===== config.mk =====
export PLATFORM = sky130hd
export DESIGN_NAME = string_escape_decoder_unit
export DESIGN_NICKNAME = d
export VERILOG_FILES = /design/src/sv/sed_pkg.sv /design/src/sv/string_escape_decoder_unit.sv /design/src/sv/sed_front.sv /design/src/sv/sed_queue.sv /design/src/sv/sed_back.sv /design/src/sv/sed_out.sv
export SDC_FILE = /design/constraint.sdc
export NUM_CORES = 1
export LEC_CHECK = 0
export ABC_AREA = 1
export BUFFER_PORTS_ARGS = -buffer_cell sky130_fd_sc_hd__buf_2
export CORE_MARGIN = 1
export CORE_UTILIZATION = 35
export DETAILED_ROUTE_END_ITERATION = 7
export GPL_TIMING_DRIVEN = 0
export PLACE_DENSITY_LB_ADDON = 0.2
export SKIP_CTS_REPAIR_TIMING = 1
export SLEW_MARGIN = 10
export SYNTH_ARGS = -nofsm -noshare
export SYNTH_HDL_FRONTEND = slang
export SYNTH_HIERARCHICAL = 1
export SYNTH_SLANG_ARGS = --single-unit

===== constraint.sdc =====
create_clock -name clk -period 10.65 [get_ports clk]
set_clock_uncertainty 0.2 [all_clocks]
set_input_delay 1.5975 -clock clk [delete_from_list [all_inputs] [get_ports clk]]
set_output_delay 1.5975 -clock clk [all_outputs]
set_load 0.01 [all_outputs]

===== src/sv/sed_pkg.sv =====
// Shared types and constants of the string escape decoder.
`default_nettype none
package sed_pkg;

  localparam logic [3:0] SHORT_RUN_DIGITS = 4'd4;
  localparam logic [3:0] LONG_RUN_DIGITS  = 4'd8;
  localparam int         MAX_GROUP        = 5;

  localparam logic [7:0] CH_BSLASH = 8'h5C;
  localparam logic [7:0] CH_X      = 8'h78;
  localparam logic [7:0] CH_U_LO   = 8'h75;
  localparam logic [7:0] CH_U_HI   = 8'h55;

  typedef struct packed {
    logic [7:0] raw_byte;
    logic       triple_quoted;
    logic       last_byte;
  } item_t;

  typedef struct packed {
    logic [7:0] out_byte;
    logic       empty_string;
    logic       final_result;
  } result_t;

  typedef struct packed {
    logic [7:0] data;
    logic       is_last;
    logic       no_content;
  } token_t;

  typedef struct packed {
    logic [MAX_GROUP-1:0][7:0] bytes;
    logic [2:0]                len;
    logic                      is_last;
    logic                      no_content;
  } group_t;

  typedef enum logic [2:0] {
    MODE_NORMAL,
    MODE_ESC,
    MODE_X0,
    MODE_X1,
    MODE_RUN
  } mode_t;

endpackage
`default_nettype wire


===== src/sv/string_escape_decoder_unit.sv =====
// Top level of the string escape decoder.
//
// Input queue port: push a lexeme word (raw byte, triple-quote mark, last mark)
// while full is low; one word is taken per cycle. The first one or three bytes
// are stripped as the opening delimiter and the same count at the end is held
// in a delay line and dropped, so the first content byte decodes only once
// twice the delimiter length plus one words have arrived.
// Output queue port: while empty is low the oldest result byte is shown; pop
// takes it, one per cycle. The word that causes a result is registered in the
// word queue, and its bytes in the output group queue, before the result shows.
// Throughput is one word per cycle in while full is low and one byte per cycle
// out while pop is high and empty is low. A word that expands to several bytes
// (unicode escape, broken hex escape) holds the output; the word queue of
// QUEUE_DEPTH entries and a two-group output queue absorb it before full rises.
// A lexeme with no content gives one result with empty_string set.
// When pop stays low the output queue fills, the decoder stalls, then the word
// queue fills and full rises; nothing is lost.
// Synchronous reset empties both queues and returns every stage to its
// start-of-lexeme state.
`default_nettype none
module string_escape_decoder_unit #(
  parameter int MAX_DELIMITER = 3,
  parameter int QUEUE_DEPTH   = 4
) (
  input  wire logic           clk,
  input  wire logic           rst,
  input  wire logic           push,
  input  wire sed_pkg::item_t item,
  output logic                full,
  input  wire logic           pop,
  output logic                empty,
  output sed_pkg::result_t    result
);

  logic            tok_valid;
  sed_pkg::token_t tok;
  logic            q_valid;
  sed_pkg::token_t q_tok;
  logic            tok_take;
  logic            grp_space;
  logic            grp_valid;
  sed_pkg::group_t grp;

  sed_front #(
    .MAX_DELIMITER (MAX_DELIMITER)
  ) u_front (
    .clk       (clk),
    .rst       (rst),
    .push      (push),
    .item      (item),
    .stall     (full),
    .tok_valid (tok_valid),
    .tok       (tok)
  );

  sed_queue #(
    .DEPTH (QUEUE_DEPTH)
  ) u_queue (
    .clk   (clk),
    .rst   (rst),
    .wr    (tok_valid),
    .wdata (tok),
    .rd    (tok_take),
    .full  (full),
    .valid (q_valid),
    .rdata (q_tok)
  );

  sed_back u_back (
    .clk       (clk),
    .rst       (rst),
    .tok_valid (q_valid),
    .tok       (q_tok),
    .grp_space (grp_space),
    .tok_take  (tok_take),
    .grp_valid (grp_valid),
    .grp       (grp)
  );

  sed_out u_out (
    .clk       (clk),
    .rst       (rst),
    .grp_valid (grp_valid),
    .grp       (grp),
    .pop       (pop),
    .grp_space (grp_space),
    .empty     (empty),
    .result    (result)
  );

endmodule
`default_nettype wire


===== src/sv/sed_front.sv =====
// Front end: delimiter stripping delay line and content word classification.
`default_nettype none
module sed_front #(
  parameter int MAX_DELIMITER = 3
) (
  input  wire logic           clk,
  input  wire logic           rst,
  input  wire logic           push,
  input  wire sed_pkg::item_t item,
  input  wire logic           stall,
  output logic                tok_valid,
  output sed_pkg::token_t     tok
);

  localparam int SW = $clog2(2 * MAX_DELIMITER + 1);
  localparam int DI = (MAX_DELIMITER > 1) ? $clog2(MAX_DELIMITER) : 1;

  logic [SW-1:0] seen, seen_next;
  logic          triple, triple_next;
  logic [7:0]    dly [MAX_DELIMITER];
  logic [7:0]    dly_next [MAX_DELIMITER];

  logic          accept;
  logic          tq;
  logic [SW-1:0] q;
  logic [SW:0]   q2;
  logic          in_head;
  logic          in_fill;
  logic          release_byte;
  logic [DI-1:0] fidx;
  logic [DI-1:0] qm1;
  logic [SW-1:0] diff;
  logic [SW-1:0] qdec;

  assign accept       = push && !stall;
  assign tq           = (seen == '0) ? item.triple_quoted : triple;
  assign q            = tq ? SW'(MAX_DELIMITER) : SW'(1);
  assign q2           = {q, 1'b0};
  assign in_head      = seen < q;
  assign in_fill      = !in_head && ({1'b0, seen} < q2);
  assign release_byte = !in_head && !in_fill;
  assign diff         = seen - q;
  assign qdec         = q - SW'(1);
  assign fidx         = diff[DI-1:0];
  assign qm1          = qdec[DI-1:0];

  always_comb begin
    seen_next   = seen;
    triple_next = triple;
    if (accept) begin
      if (item.last_byte) begin
        seen_next   = '0;
        triple_next = 1'b0;
      end else begin
        triple_next = tq;
        if (!release_byte) begin
          seen_next = seen + SW'(1);
        end
      end
    end
  end

  always_comb begin
    dly_next = dly;
    if (accept && in_fill) begin
      dly_next[fidx] = item.raw_byte;
    end
    if (accept && release_byte) begin
      for (int i = 0; i < MAX_DELIMITER - 1; i++) begin
        if (SW'(i + 1) < q) begin
          dly_next[i] = dly[i + 1];
        end
      end
      dly_next[qm1] = item.raw_byte;
    end
  end

  always_ff @(posedge clk) begin
    if (rst) begin
      seen   <= '0;
      triple <= 1'b0;
    end else begin
      seen   <= seen_next;
      triple <= triple_next;
    end
    dly <= dly_next;
  end

  assign tok_valid      = accept && (release_byte || item.last_byte);
  assign tok.data       = dly[0];
  assign tok.is_last    = item.last_byte;
  assign tok.no_content = !release_byte;

endmodule
`default_nettype wire


===== src/sv/sed_queue.sv =====
// Word queue between the front end and the decoder.
`default_nettype none
module sed_queue #(
  parameter int DEPTH = 4
) (
  input  wire logic            clk,
  input  wire logic            rst,
  input  wire logic            wr,
  input  wire sed_pkg::token_t wdata,
  input  wire logic            rd,
  output logic                 full,
  output logic                 valid,
  output sed_pkg::token_t      rdata
);

  localparam int PW = (DEPTH > 1) ? $clog2(DEPTH) : 1;
  localparam int CW = $clog2(DEPTH + 1);

  sed_pkg::token_t mem [DEPTH];
  logic [PW-1:0]   wp, rp;
  logic [CW-1:0]   cnt;

  assign full  = cnt == CW'(DEPTH);
  assign valid = cnt != '0;
  assign rdata = mem[rp];

  always_ff @(posedge clk) begin
    if (rst) begin
      wp  <= '0;
      rp  <= '0;
      cnt <= '0;
    end else begin
      if (wr) begin
        wp <= (wp == PW'(DEPTH - 1)) ? '0 : wp + PW'(1);
      end
      if (rd) begin
        rp <= (rp == PW'(DEPTH - 1)) ? '0 : rp + PW'(1);
      end
      cnt <= cnt + CW'(wr) - CW'(rd);
    end
    if (wr) begin
      mem[wp] <= wdata;
    end
  end

endmodule
`default_nettype wire


===== src/sv/sed_back.sv =====
// Decoder: escape state machine turning one content word into a group of bytes.
`default_nettype none
module sed_back (
  input  wire logic            clk,
  input  wire logic            rst,
  input  wire logic            tok_valid,
  input  wire sed_pkg::token_t tok,
  input  wire logic            grp_space,
  output logic                 tok_take,
  output logic                 grp_valid,
  output sed_pkg::group_t      grp
);

  typedef struct packed {
    logic [3:0][7:0] b;
    logic [2:0]      len;
  } utf8_t;

  function automatic logic [4:0] hex_val(input logic [7:0] c);
    logic [4:0] r;
    r = 5'd0;
    if (c >= "0" && c <= "9") begin
      r = {1'b1, 4'(c - "0")};
    end else if (c >= "a" && c <= "f") begin
      r = {1'b1, 4'(c - "a" + 8'd10)};
    end else if (c >= "A" && c <= "F") begin
      r = {1'b1, 4'(c - "A" + 8'd10)};
    end
    return r;
  endfunction

  function automatic logic [8:0] simple_val(input logic [7:0] c);
    logic [8:0] r;
    unique case (c)
      "n":       r = {1'b1, 8'h0A};
      "t":       r = {1'b1, 8'h09};
      "r":       r = {1'b1, 8'h0D};
      "0":       r = {1'b1, 8'h00};
      "a":       r = {1'b1, 8'h07};
      "b":       r = {1'b1, 8'h08};
      "f":       r = {1'b1, 8'h0C};
      "v":       r = {1'b1, 8'h0B};
      8'h5C:     r = {1'b1, 8'h5C};
      8'h22:     r = {1'b1, 8'h22};
      8'h27:     r = {1'b1, 8'h27};
      default:   r = 9'd0;
    endcase
    return r;
  endfunction

  function automatic utf8_t utf8_enc(input logic [31:0] cp);
    utf8_t u;
    u = '0;
    if (cp < 32'h80) begin
      u.b[0] = cp[7:0];
      u.len  = 3'd1;
    end else if (cp < 32'h800) begin
      u.b[0] = {3'b110, cp[10:6]};
      u.b[1] = {2'b10, cp[5:0]};
      u.len  = 3'd2;
    end else if (cp < 32'h10000) begin
      u.b[0] = {4'b1110, cp[15:12]};
      u.b[1] = {2'b10, cp[11:6]};
      u.b[2] = {2'b10, cp[5:0]};
      u.len  = 3'd3;
    end else if (cp <= 32'h10FFFF) begin
      u.b[0] = {5'b11110, cp[20:18]};
      u.b[1] = {2'b10, cp[17:12]};
      u.b[2] = {2'b10, cp[11:6]};
      u.b[3] = {2'b10, cp[5:0]};
      u.len  = 3'd4;
    end else begin
      u.b[0] = 8'hEF;
      u.b[1] = 8'hBF;
      u.b[2] = 8'hBD;
      u.len  = 3'd3;
    end
    return u;
  endfunction

  sed_pkg::mode_t mode, mode_next, dec_mode;
  logic [7:0]     held, held_next, dec_held;
  logic [31:0]    acc, acc_next, dec_acc;
  logic [3:0]     cnt, cnt_next, dec_cnt;
  logic           lflag, lflag_next, dec_lflag;

  logic [7:0]     c;
  logic           fin;
  logic [4:0]     hx;
  logic [4:0]     hh;
  logic [8:0]     sv;
  logic [3:0]     width;
  logic           run_take;
  logic           run_done;
  logic           plain_esc;
  sed_pkg::mode_t nb_mode;
  utf8_t          u;

  logic [sed_pkg::MAX_GROUP-1:0][7:0] bts;
  logic [2:0]                         n;

  assign c         = tok.data;
  assign fin       = tok.is_last;
  assign hx        = hex_val(c);
  assign hh        = hex_val(held);
  assign sv        = simple_val(c);
  assign width     = lflag ? sed_pkg::LONG_RUN_DIGITS : sed_pkg::SHORT_RUN_DIGITS;
  assign run_take  = hx[4] && (cnt < width);
  assign run_done  = run_take && ((cnt + 4'd1) >= width);
  assign plain_esc = (c == sed_pkg::CH_BSLASH) && !fin;
  assign nb_mode   = plain_esc ? sed_pkg::MODE_ESC : sed_pkg::MODE_NORMAL;
  assign tok_take  = tok_valid && grp_space;
  assign u         = utf8_enc(dec_acc);

  always_comb begin
    dec_mode  = mode;
    dec_held  = held;
    dec_acc   = acc;
    dec_cnt   = cnt;
    dec_lflag = lflag;
    if (!tok.no_content) begin
      unique case (mode)
        sed_pkg::MODE_ESC: begin
          dec_mode = sed_pkg::MODE_NORMAL;
          if (!sv[8] && c == sed_pkg::CH_X) begin
            dec_mode = sed_pkg::MODE_X0;
          end else if (!sv[8] && (c == sed_pkg::CH_U_LO || c == sed_pkg::CH_U_HI)) begin
            dec_mode  = sed_pkg::MODE_RUN;
            dec_lflag = c == sed_pkg::CH_U_HI;
            dec_acc   = '0;
            dec_cnt   = '0;
          end
        end
        sed_pkg::MODE_X0: begin
          if (hx[4]) begin
            dec_held = c;
            dec_mode = sed_pkg::MODE_X1;
          end else begin
            dec_mode = nb_mode;
          end
        end
        sed_pkg::MODE_X1: begin
          dec_mode = hx[4] ? sed_pkg::MODE_NORMAL : nb_mode;
        end
        sed_pkg::MODE_RUN: begin
          if (run_take) begin
            dec_acc = {acc[27:0], hx[3:0]};
            dec_cnt = cnt + 4'd1;
            if (run_done) begin
              dec_mode = sed_pkg::MODE_NORMAL;
            end
          end else begin
            dec_mode = nb_mode;
          end
        end
        sed_pkg::MODE_NORMAL: begin
          dec_mode = nb_mode;
        end
        default: begin
          dec_mode = nb_mode;
        end
      endcase
    end
  end

  always_comb begin
    mode_next  = dec_mode;
    held_next  = dec_held;
    acc_next   = dec_acc;
    cnt_next   = dec_cnt;
    lflag_next = dec_lflag;
    if (fin) begin
      mode_next  = sed_pkg::MODE_NORMAL;
      held_next  = '0;
      acc_next   = '0;
      cnt_next   = '0;
      lflag_next = 1'b0;
    end
  end

  always_comb begin
    bts = '0;
    n   = 3'd0;
    if (tok.no_content) begin
      n = 3'd1;
    end else begin
      unique case (mode)
        sed_pkg::MODE_ESC: begin
          if (sv[8]) begin
            bts[n] = sv[7:0];
            n      = n + 3'd1;
          end else if (c != sed_pkg::CH_X && c != sed_pkg::CH_U_LO
                       && c != sed_pkg::CH_U_HI) begin
            bts[n] = c;
            n      = n + 3'd1;
          end
        end
        sed_pkg::MODE_X0: begin
          if (!hx[4]) begin
            bts[n] = sed_pkg::CH_X;
            n      = n + 3'd1;
            if (!plain_esc) begin
              bts[n] = c;
              n      = n + 3'd1;
            end
          end
        end
        sed_pkg::MODE_X1: begin
          if (hx[4]) begin
            bts[n] = {hh[3:0], hx[3:0]};
            n      = n + 3'd1;
          end else begin
            bts[n] = sed_pkg::CH_X;
            n      = n + 3'd1;
            bts[n] = held;
            n      = n + 3'd1;
            if (!plain_esc) begin
              bts[n] = c;
              n      = n + 3'd1;
            end
          end
        end
        sed_pkg::MODE_RUN: begin
          if (!run_take || run_done) begin
            for (int k = 0; k < 4; k++) begin
              if (3'(k) < u.len) begin
                bts[n] = u.b[k];
                n      = n + 3'd1;
              end
            end
          end
          if (!run_take && !plain_esc) begin
            bts[n] = c;
            n      = n + 3'd1;
          end
        end
        sed_pkg::MODE_NORMAL: begin
          if (!plain_esc) begin
            bts[n] = c;
            n      = n + 3'd1;
          end
        end
        default: begin
          if (!plain_esc) begin
            bts[n] = c;
            n      = n + 3'd1;
          end
        end
      endcase
      if (fin) begin
        unique case (dec_mode)
          sed_pkg::MODE_X0: begin
            bts[n] = sed_pkg::CH_X;
            n      = n + 3'd1;
          end
          sed_pkg::MODE_X1: begin
            bts[n] = sed_pkg::CH_X;
            n      = n + 3'd1;
            bts[n] = dec_held;
            n      = n + 3'd1;
          end
          sed_pkg::MODE_RUN: begin
            for (int k = 0; k < 4; k++) begin
              if (3'(k) < u.len) begin
                bts[n] = u.b[k];
                n      = n + 3'd1;
              end
            end
          end
          sed_pkg::MODE_ESC: begin
            bts[n] = sed_pkg::CH_BSLASH;
            n      = n + 3'd1;
          end
          sed_pkg::MODE_NORMAL: begin
          end
          default: begin
          end
        endcase
      end
    end
  end

  assign grp_valid      = tok_take && (n != 3'd0);
  assign grp.bytes      = bts;
  assign grp.len        = n;
  assign grp.is_last    = fin;
  assign grp.no_content = tok.no_content;

  always_ff @(posedge clk) begin
    if (rst) begin
      mode  <= sed_pkg::MODE_NORMAL;
      held  <= '0;
      acc   <= '0;
      cnt   <= '0;
      lflag <= 1'b0;
    end else if (tok_take) begin
      mode  <= mode_next;
      held  <= held_next;
      acc   <= acc_next;
      cnt   <= cnt_next;
      lflag <= lflag_next;
    end
  end

endmodule
`default_nettype wire


===== src/sv/sed_out.sv =====
// Output side: two-slot group queue and byte serialiser.
`default_nettype none
module sed_out (
  input  wire logic            clk,
  input  wire logic            rst,
  input  wire logic            grp_valid,
  input  wire sed_pkg::group_t grp,
  input  wire logic            pop,
  output logic                 grp_space,
  output logic                 empty,
  output sed_pkg::result_t     result
);

  sed_pkg::group_t slot [2];
  logic            wp, rp;
  logic [1:0]      gcnt;
  logic [2:0]      idx;
  sed_pkg::group_t head;
  logic            at_end;
  logic            take;
  logic            done;

  assign head      = slot[rp];
  assign grp_space = gcnt != 2'd2;
  assign empty     = gcnt == 2'd0;
  assign at_end    = idx == (head.len - 3'd1);
  assign take      = pop && !empty;
  assign done      = take && at_end;

  assign result.out_byte     = head.bytes[idx];
  assign result.empty_string = head.no_content;
  assign result.final_result = head.is_last && at_end;

  always_ff @(posedge clk) begin
    if (rst) begin
      wp   <= 1'b0;
      rp   <= 1'b0;
      gcnt <= 2'd0;
      idx  <= 3'd0;
    end else begin
      if (grp_valid) begin
        wp <= ~wp;
      end
      if (done) begin
        rp  <= ~rp;
        idx <= 3'd0;
      end else if (take) begin
        idx <= idx + 3'd1;
      end
      gcnt <= gcnt + 2'(grp_valid) - 2'(done);
    end
    if (grp_valid) begin
      slot[wp] <= grp;
    end
  end

endmodule
`default_nettype wire


# --- After elaboration in Yosys (flattened, before gate mapping) ---
# Memories as Yosys holds them, arrays and structs flattened. A register that Yosys moved wholly into a read port is not among the register bits.
# Cells that the tools add are included.
word_totals:
  register_bits: 90
  mem_count: 2
  mem_bits_ro: 0
  latch_bits: 0
  mem_bits_rw: 130
  word_cells: 397
  out_inout_bits: 12
classes:
  magnitude_cmp: 49
  n_eq_ne: 36
  div: 0
  muxes: 192
  n_shift: 0
  bitwise_logic: 10
  reduce_logical: 60
  addsub: 31
  mul: 0
mem_list:
  columns: ["memory", "words", "word_bits", "rd", "rd_clocked_by_memory_dff", "write_ports", "line_no", "text"]
  rows:
  - ["u_out.slot", 2, 45, 1, 1, 1, "sed_out.sv:14", "sed_pkg::group_t slot [2];"]
  - ["u_queue.mem", 4, 10, 1, 1, 1, "sed_queue.sv:19", "sed_pkg::token_t mem [DEPTH];"]
ops:
  columns: ["op", "n"]
  rows:
  - ["two-way mux 40 bit", 28]
  - ["bitwise mux 40 bit", 9]
  - ["two-way mux 8 bit", 33]
  - ["demux 8 bit (select 3 bit)", 9]
  - ["two-way mux 32 bit", 5]
  - ["one-hot mux 40 bit (4 select lines)", 1]
  - ["two-way mux 3 bit", 43]
  - ["one-hot mux 9 bit (11 select lines)", 1]
  - ["== test 8 x 7 -> 1 bit (second input constant)", 11]
  - ["two-way mux 16 bit", 5]
  - ["two-way mux 24 bit", 3]
  - ["one-hot mux 32 bit (2 select lines)", 1]
  - ["bitwise mux 24 bit", 2]
  - ["AND 20 bit", 2]
  - ["less-than comparator 3 x 4 -> 1 bit (second input constant)", 10]
  - ["inverter 20 bit", 2]
  - ["bitwise OR 20 bit", 2]
  - ["logical AND 1 bit", 36]
  - ["two-way mux 4 bit", 9]
  - ["adder 3 x 1 -> 3 bit (second input constant)", 11]
  - ["demux 8 bit (select 2 bit)", 2]
  - ["greater-or-equal comparator 8 x 7 -> 1 bit (second input constant)", 4]
  - ["<= comparator 32 x 21 -> 1 bit (second input constant)", 1]
  - ["<= comparator 8 x 7 -> 1 bit (second input constant)", 4]
  - ["other kinds (61)", 144]

# --- Logic depth before layout (Yosys ltp) ---
# Gate-level depths: netlist (run 1).
logic_depth:
  word_depth: 62
  depth_mapped: 49
  ltp_nobuf: 47

# --- Hierarchy ---
# Netlist (run 1), hierarchy kept.
modules_own_cells:
  columns: ["module", "n_inst", "area_each_um2", "cells_each", "seq_area_each_um2"]
  rows:
  - ["sed_back", 1, 9308.9, 1769, 960.9]
  - ["sed_out", 1, 4068.9, 347, 2862.7]
  - ["sed_queue", 1, 2117.0, 175, 1381.3]
  - ["sed_front", 1, 1546.5, 199, 640.6]

# --- Least setup slack after synthesis (run 1) ---
# Ideal clock, no wire load.
synth_timing:
  kind: "register to register"
  start: "register (tool-made name)"
  end: "memory u_out/slot[0][0] (netlist bit), enable pin"
  required_time_ps: 10002
  path_stages_with_launch: 47
  setup_slack_ps: 2090
  t_arrival_ps: 7912
  synth_period_minus_slack_ps: 8560
  setup_ps: 448
  cell_sequence: "dfxtp_1 -> buf_6 -> a21oi_2 -> o21ai_2 -> nand2_1 -> inv_1 -> ha_1 -> nand2_1 -> nand3_1 -> nand2_2 -> nand2_4 -> nand2_4 -> buf_2 -> a21oi_1 -> o21ai_1 -> nand3_1 -> o21ai_0 -> nand2_1 -> [... 11 more ...] -> clkbuf_1 -> ha_1 -> nand2_1 -> o21ai_2 -> ha_1 -> nand2_1 -> a21boi_2 -> inv_2 -> ha_1 -> nor2_1 -> nor2_1 -> a221oi_1 -> a21o_1 -> nand2_1 -> nor2_1 -> nor2_1 -> inv_1 -> nor2_1"
synth_lines:
  columns: ["element", "line_no"]
  rows:
  - ["end: declaration", "sed_out.sv:14"]

==> results.toml, run 1 <==
[min_path]
hp-class = "flip-flop to flip-flop"

[placed_design]
io_buffers = 25
placed_area_um2 = 18000
gp_congestion = 1.03
place_inst = 3132
pre_cts_ws_ns = 1.78
hpwl_um = 54800

[sta]
finalCritPeriodShare_pct = 84.6
worst_slack_ns = 1.64
worstMarginPinSlew_ns = 1.16
setup_violations = 0
rsz0062_at_grt = "no"
period_needed_ns = 9.01
slew_headroom_pct = 22.1
timing.fmax_ghz = 0.111
slew_viol_final = 0
hold_viol = 0

[worst_setup_path]
crit_slowest_cell = "nor2_4"
rrSetupSlack_ns = 1.64
critical_path.top_delay_family = "simple AND/OR/NAND/NOR gates"
cp_max_fo = 25
cp.depth = 46
cp_slowest_stage_delay_ns = 0.57
worstSetupEndpointType = "flip-flop"
r2r_cells = 46
critPathArrivalTime_ns = 9.04
crit_path_start_kind = "flip-flop"
cp_common_cell = "nand2_1"
required_ns = 10.68
worstReg2RegEnd = "u_out/slot[0][32]"
worstSetupPathType = "flip-flop to flip-flop"
crit_path_end = "u_out/slot[0][32]"
path_buf_inv = 9

[synth]
syn_nets = 2536
syn_area_um2 = 17000
synth_area_per_cell_um2 = 6.84
synth_area_leaders = "edfxtp_1 24%, nand2_1 15%, dfxtp_1 10%, inv_1 5.7%, a21oi_1 5.7%"
syn_inst = 2490
postSynth.asyncResetShare_pct = 0
ys_types = 65
synth-edff-count = 138
synth-seq-cells = 223
synth_common_cells = "692 x nand2_1, 259 x inv_1, 238 x nor2_1"
synthFlopType = "edfxtp_1"
yosysTopAreaCell = "edfxtp_1"
synth.most_common_cell = "nand2_1"
ys_seq_area_share_pct = 34.3
ys_warn_count = 6
yosys.area.top_type_share_pct = 24.3

[layout]
final_cells = 3184
diodes = 0
area_growth_pct = 10.8
fin_area_um2 = 18900
nets = 2593
nFillCells = 5209
drive_above_1_share_pct = 12.4

[power_and_ir_drop]
leakagePower_nw = 8.31
pwr_density_cell_nw_per_um2 = 216
peakVddDrop_uv = 209

[die]
start_util_pct = 35.6
rows = 80
die_w_um = 223
dieArea_um2 = 49600
io_pins = 26
die_height_um = 223
fp.coreArea_um2 = 47800

[drt]
post_drt_wl_per_cell_um = 22.2
drtIter0Drc = 1658
vias = 17804
drc = 0
vias_per_cell = 5.59
drtPass1Iterations = 6
ant_nets = 0
routed_wl_um = 70600

[cts]
clkTransAtPathRegs_ns = 0.06
cts_tree = "yes"
cts.sinks = 223
htreeDepth = 1
clk_latency_ns = 0.56
cts_buffer_depth = 3
cts-root-buf = "clkbuf_16"
numCtsBuffers = 28

[global_routing]
grt_pass1_wl_um = 106000
antenna_found_initial = 0
grt_overflow = 0
grt_usage_pct = 28.1
grt_pass1_vias = 16637
grt_max_degree = 26

[status]
outcome = "complete, no violations"

[run]
max_cap_viol_count = 0
[how the worst min path moves through the flow]
stage,cells after the start,slack [ns],start,endpoint
after floorplan,2,0.23,u_front/dly[2],u_front/dly[10]
after global placement,2,0.24,u_front/dly[2],u_front/dly[2]
after detailed placement,2,0.25,u_front/dly[5],u_front/dly[13]
after CTS,2,0.26,u_front/dly[5],u_front/dly[13]
after global routing,2,0.28,u_front/dly[1],u_front/dly[1]
final,2,0.25,u_front/dly[5],u_front/dly[13]
[registers in the layout, summed over array words and instances, names as in the netlist, 4 cells and up, named ones only]
signal       count
u_queue/mem     40
u_back/acc      32
u_front/dly     16
u_back/cnt       4
u_out/slot      90
u_back/held      8
[cell usage in the layout (no fill, tap or decap), types with 6 or more instances in the layout]
cell / netlist / final
clkinv_1: 2 / 6
nand3b_1: 6 / 6
edfxtp_1: 138 / 138
inv_2: 41 / 42
a21oi_1: 193 / 193
clkbuf_16: 0 / 29
nand3_1: 184 / 184
nand2_2: 28 / 28
o21ai_0: 148 / 148
a22oi_1: 16 / 16
nand3_2: 11 / 11
o22ai_1: 23 / 23
o211ai_1: 53 / 53
nand2_1: 692 / 692
clkbuf_1: 43 / 51
nand3_4: 7 / 7
a21oi_2: 13 / 13
o21ai_2: 19 / 19
buf_4: 18 / 18
nor2_2: 12 / 12
inv_1: 259 / 258
a211oi_1: 9 / 9
nor3_2: 8 / 8
nor3_1: 10 / 10
buf_6: 11 / 11
dfxtp_1: 85 / 85
nor2_1: 238 / 237
o21ai_1: 46 / 46
nand2_4: 12 / 12
ha_1: 31 / 31
nand4_1: 24 / 24
buf_2: 34 / 59
nor2_4: 16 / 17
xor2_1: 6 / 6
[cell families (layout without fill, tap and decap cells)]
group                      Yosys count  in the layout  synth area share (%)
DFF                                223            223                  34.3
buffers and inverters              414            493                  10.3
AOI/OAI and AO/OA                  548            548                  18.8
and+or+nand+nor                   1261           1261                  33.5
xor gates and xnor gates            11             11                 0.609
adders and majority gates           32             32                  2.39
muxes                                1              1                0.0587
[per-layer routing]
layer	vias to the layer above	part of all wire, %	global-route usage [%]	wire length, um
met4	0	4.7	11.9	3330
met2	749	44	44.2	31300
met3	157	7.6	3.68	5390
met5	-	0	0	0
li1	8407	-	-	-
met1	8491	43	38.6	30500
[through the flow]
step	total power, W	util (%)	hold WS [ns]	setup TNS (ns)
2_1_floorplan	0.00246	-	0.226	0
3_3_place_gp	0.00310	37.5	0.244	-24.08
3_5_place_dp	0.00313	37.6	0.250	0
4_1_cts	0.00407	39.5	0.258	0
5_1_grt	0.00431	39.5	0.282	0
6_report	0.00407	39.5	0.254	0
[cell type report]
| class | instances | area [um2] | share of cell area (%) |
|---|---|---|---|
| Clock buffer | 38 | 769 | 4.07 |
| Sequential cell | 223 | 5850 | 31.0 |
| Buffer | 110 | 606 | 3.21 |
| Clock inverter | 14 | 131 | 0.696 |
| Inverter | 304 | 1150 | 6.07 |
| Multi-Input combinational cell | 1853 | 9450 | 50.0 |
| Tap cell | 615 | 769 | 4.07 |
| Timing Repair Buffer | 27 | 165 | 0.875 |
[worst reg2reg max path: cells and delay by family, from the launching register on]
family	cells	cell delay, ns
AO/OA/AOI/OAI	7	1.31
adder cells (fa/ha/maj)	6	1.82
buffers and inverters	9	1.46
flip-flops	1	0.41
AND/OR/NAND/NOR	24	3.51
[report_power, final]
part / switching, W / internal (W)
Clock: 0.000374 / 0.000555
Sequential: 0.0000636 / 0.00116
Combinational: 0.00141 / 0.000505
No activity file was read; power rests on OpenSTA's default activity.
==> run 2, diff against run 1 <==
ABC_AREA = 0   (was 1)
clock period = 8.8 ns   (was 10.65 ns; I/O delays follow)
==> run 2 against run 1 <==
Net effect: via count down 18%; worst hold slack got worse by 0.0040 ns; count of clock-buffer cells in the layout is 3 lower; critical path type unchanged; first-iteration DRC count is 9.8% higher; die area shrank 8.8%; utilization increased by 1.1 points; largest cell class unchanged; critical path depth is 6 lower; routed wire length decreased by 9.0%; sequential power grew 14%; register-to-register slack got worse by 1.4 ns.
==> results.toml, run 2 <==
[sta]
hold_viol = 0
slew_headroom_pct = 4.49
worstMarginPinSlew_ns = 1.43
timing.fmax_ghz = 0.117
finalCritPeriodShare_pct = 97.5
period_needed_ns = 8.58
setup_violations = 0
slew_viol_final = 0
whs_ns = 0.250
final.setup.tns_ns = 0

[synth]
ys_warn_count = 6
ys_types = 130
ys_seq_area_share_pct = 37.7
synth-seq-cells = 223
syn_inst = 1627
yosys.area.top_type_share_pct = 26.7
synth_area_per_cell_um2 = 9.54
postSynth.asyncResetShare_pct = 0
syn_nets = 1673
syn_area_um2 = 15500
synth-edff-count = 138
synth_area_leaders = "edfxtp_1 27%, dfxtp_1 11%, a21oi_1 3.4%, nor2_1 3.3%, mux2i_1 3.3%"
synthFlopType = "edfxtp_1"
synth_common_cells = "138 x edfxtp_1, 138 x nor2_1, 128 x nand2_1"
yosysTopAreaCell = "edfxtp_1"

[layout]
reg_top3 = "u_out/slot (90), u_queue/mem (40), u_back/acc (32)"
drive_above_1_share_pct = 17.8
diodes = 0
nets = 1761
regMostFlops = "u_out/slot"
area_growth_pct = 13.4
mostFrequentLayoutCells = "138 x edfxtp_1, 137 x nor2_1, 127 x nand2_1, 106 x a21oi_1, 85 x dfxtp_1"
largest_reg_flops = 90
post-route-util_pct = 40.6
layout_commonest_cell = "edfxtp_1"
multi_input_area_um2 = 8930
layout.area.seq_um2 = 5850
nFillCells = 4367

[cts]
cts_tree = "yes"
clkTransAtPathRegs_ns = 0.06
cts.sinks = 223
cts-root-buf = "clkbuf_16"
clk_latency_ns = 0.56
htreeDepth = 1
cts_buffer_depth = 3
numCtsBuffers = 25

[placed_design]
io_buffers = 25
hpwl_um = 47800
gp_congestion = 1.04

[drt]
vias = 14632
wl_met3_um = 5170
top_layer_used = "met5"
drc = 0
vias_per_cell = 6.31
ant_nets = 0
post_drt_wl_per_cell_um = 27.7
routed_wl_um = 64200
drtPass1Iterations = 6
route.met2.wl_um = 28400
drtIter0Drc = 1821
wl_met1_um = 26800

[worst_setup_path]
cp_slowest_stage_delay_ns = 0.57
required_ns = 8.85
crit_path_start_kind = "flip-flop"
r2r_cells = 40
critPathArrivalTime_ns = 8.63
cp_common_cell = "buf_6"
cp_max_fo = 10
worstSetupEndpointType = "flip-flop"
worstReg2RegEnd = "u_out/slot[0][20]"
crit_slowest_cell = "mux4_2"
worstSetupPathType = "flip-flop to flip-flop"
rrSetupSlack_ns = 0.22

[status]
outcome = "complete, no violations"

[die]
rows = 76
start_util_pct = 35.8
dieArea_um2 = 45200
die_height_um = 213
die_w_um = 213
fp.coreArea_um2 = 43400
io_pins = 26

[run]
max_cap_viol_count = 0

[min_path]
min_delay_path_depth = 2
min_to = "u_front/dly[11]"
hp-class = "flip-flop to flip-flop"
min_from = "u_front/dly[3]"

[global_routing]
grt_pass1_wl_um = 92300
grt_pass1_vias = 13518
grt_overflow = 0
antenna_found_initial = 1
grt_max_degree = 46
grt_usage_pct = 28.0

[power_and_ir_drop]
peakVddDrop_uv = 168
leakagePower_nw = 5.95
pwr_density_cell_nw_per_um2 = 225
[run 2: cell count changes in the layout (fill, tap and decap cells not counted), moves of 50 or more]
cell | previous run | this run
a21oi_1 | 193 | 106
inv_1 | 258 | 37
mux2i_1 | 1 | 51
nand2_1 | 692 | 127
nand3_1 | 184 | 56
nor2_1 | 237 | 137
o21ai_0 | 148 | 69
[run 2: final cells by class]
type / instances / area share, %
clock inverters: 11 / 0.306
well taps: 585 / 4.16
clock buffers: 35 / 3.82
plain buffers: 137 / 4.31
inverters: 44 / 0.981
repair buffers: 60 / 2.45
flip-flops and latches: 223 / 33.2
multi-input cells: 1224 / 50.8
[run 2: per-stage QoR]
| step | power (W) | worst slack, ns | instance area, um2 | instances |
|---|---|---|---|---|
| 2_1_floorplan | 0.00231 | 0.0913 | 15500 | 1627 |
| 3_3_place_gp | 0.00280 | -3.03 | 16400 | 2237 |
| 3_5_place_dp | 0.00283 | -2.82 | 16400 | 2239 |
| 4_1_cts | 0.00380 | -2.87 | 17200 | 2285 |
| 5_1_grt | 0.00414 | -0.0681 | 17600 | 2319 |
| 6_report | 0.00396 | 0.220 | 17600 | 2319 |
[run 2: logic make-up after synthesis]
group	after synthesis	synth area share [%]
flops	223	37.7
buf+inv	181	5.67
xor+xnor	22	1.50
mux	96	8.58
compound gates	552	26.1
simple gates	521	17.9
fa+ha+maj	32	2.63
[run 2: worst max-delay path by stage]
| stage | slack (ns) | endpoint | start |
|---|---|---|---|
| 2_1_floorplan | 0.09 | u_out/slot[0][0] | flip-flop |
| 3_3_place_gp | -3.03 | u_out/slot[0][34] | flip-flop |
| 3_5_place_dp | -2.82 | u_out/slot[1][34] | flip-flop |
| 4_1_cts | -2.87 | u_out/slot[1][32] | flip-flop |
| 5_1_grt | -0.07 | u_out/slot[0][20] | flip-flop |
| 6_report | 0.22 | u_out/slot[0][20] | flip-flop |
[run 2: power breakdown]
group | internal [W] | total, W | switching (W)
Sequential | 0.00134 | 0.00140 | 0.0000558
Clock | 0.000531 | 0.000952 | 0.000421
Combinational | 0.000574 | 0.00161 | 0.00104
Total | 0.00245 | 0.00396 | 0.00151
[run 2: layer usage]
layer,vias to the layer above,track usage [%]
li1,6505,-
met2,777,43.2
met5,-,0
met3,179,4.30
met1,7169,37.3
met4,2,15.6
[run 2: critical path, delay by kind of cell, from the launching register on]
family	cells	cell delay, ns
buf+inv	16	2.45
flops	1	0.35
mux	2	0.64
fa+ha+maj	6	1.72
compound gates	6	1.21
simple gates	10	1.67
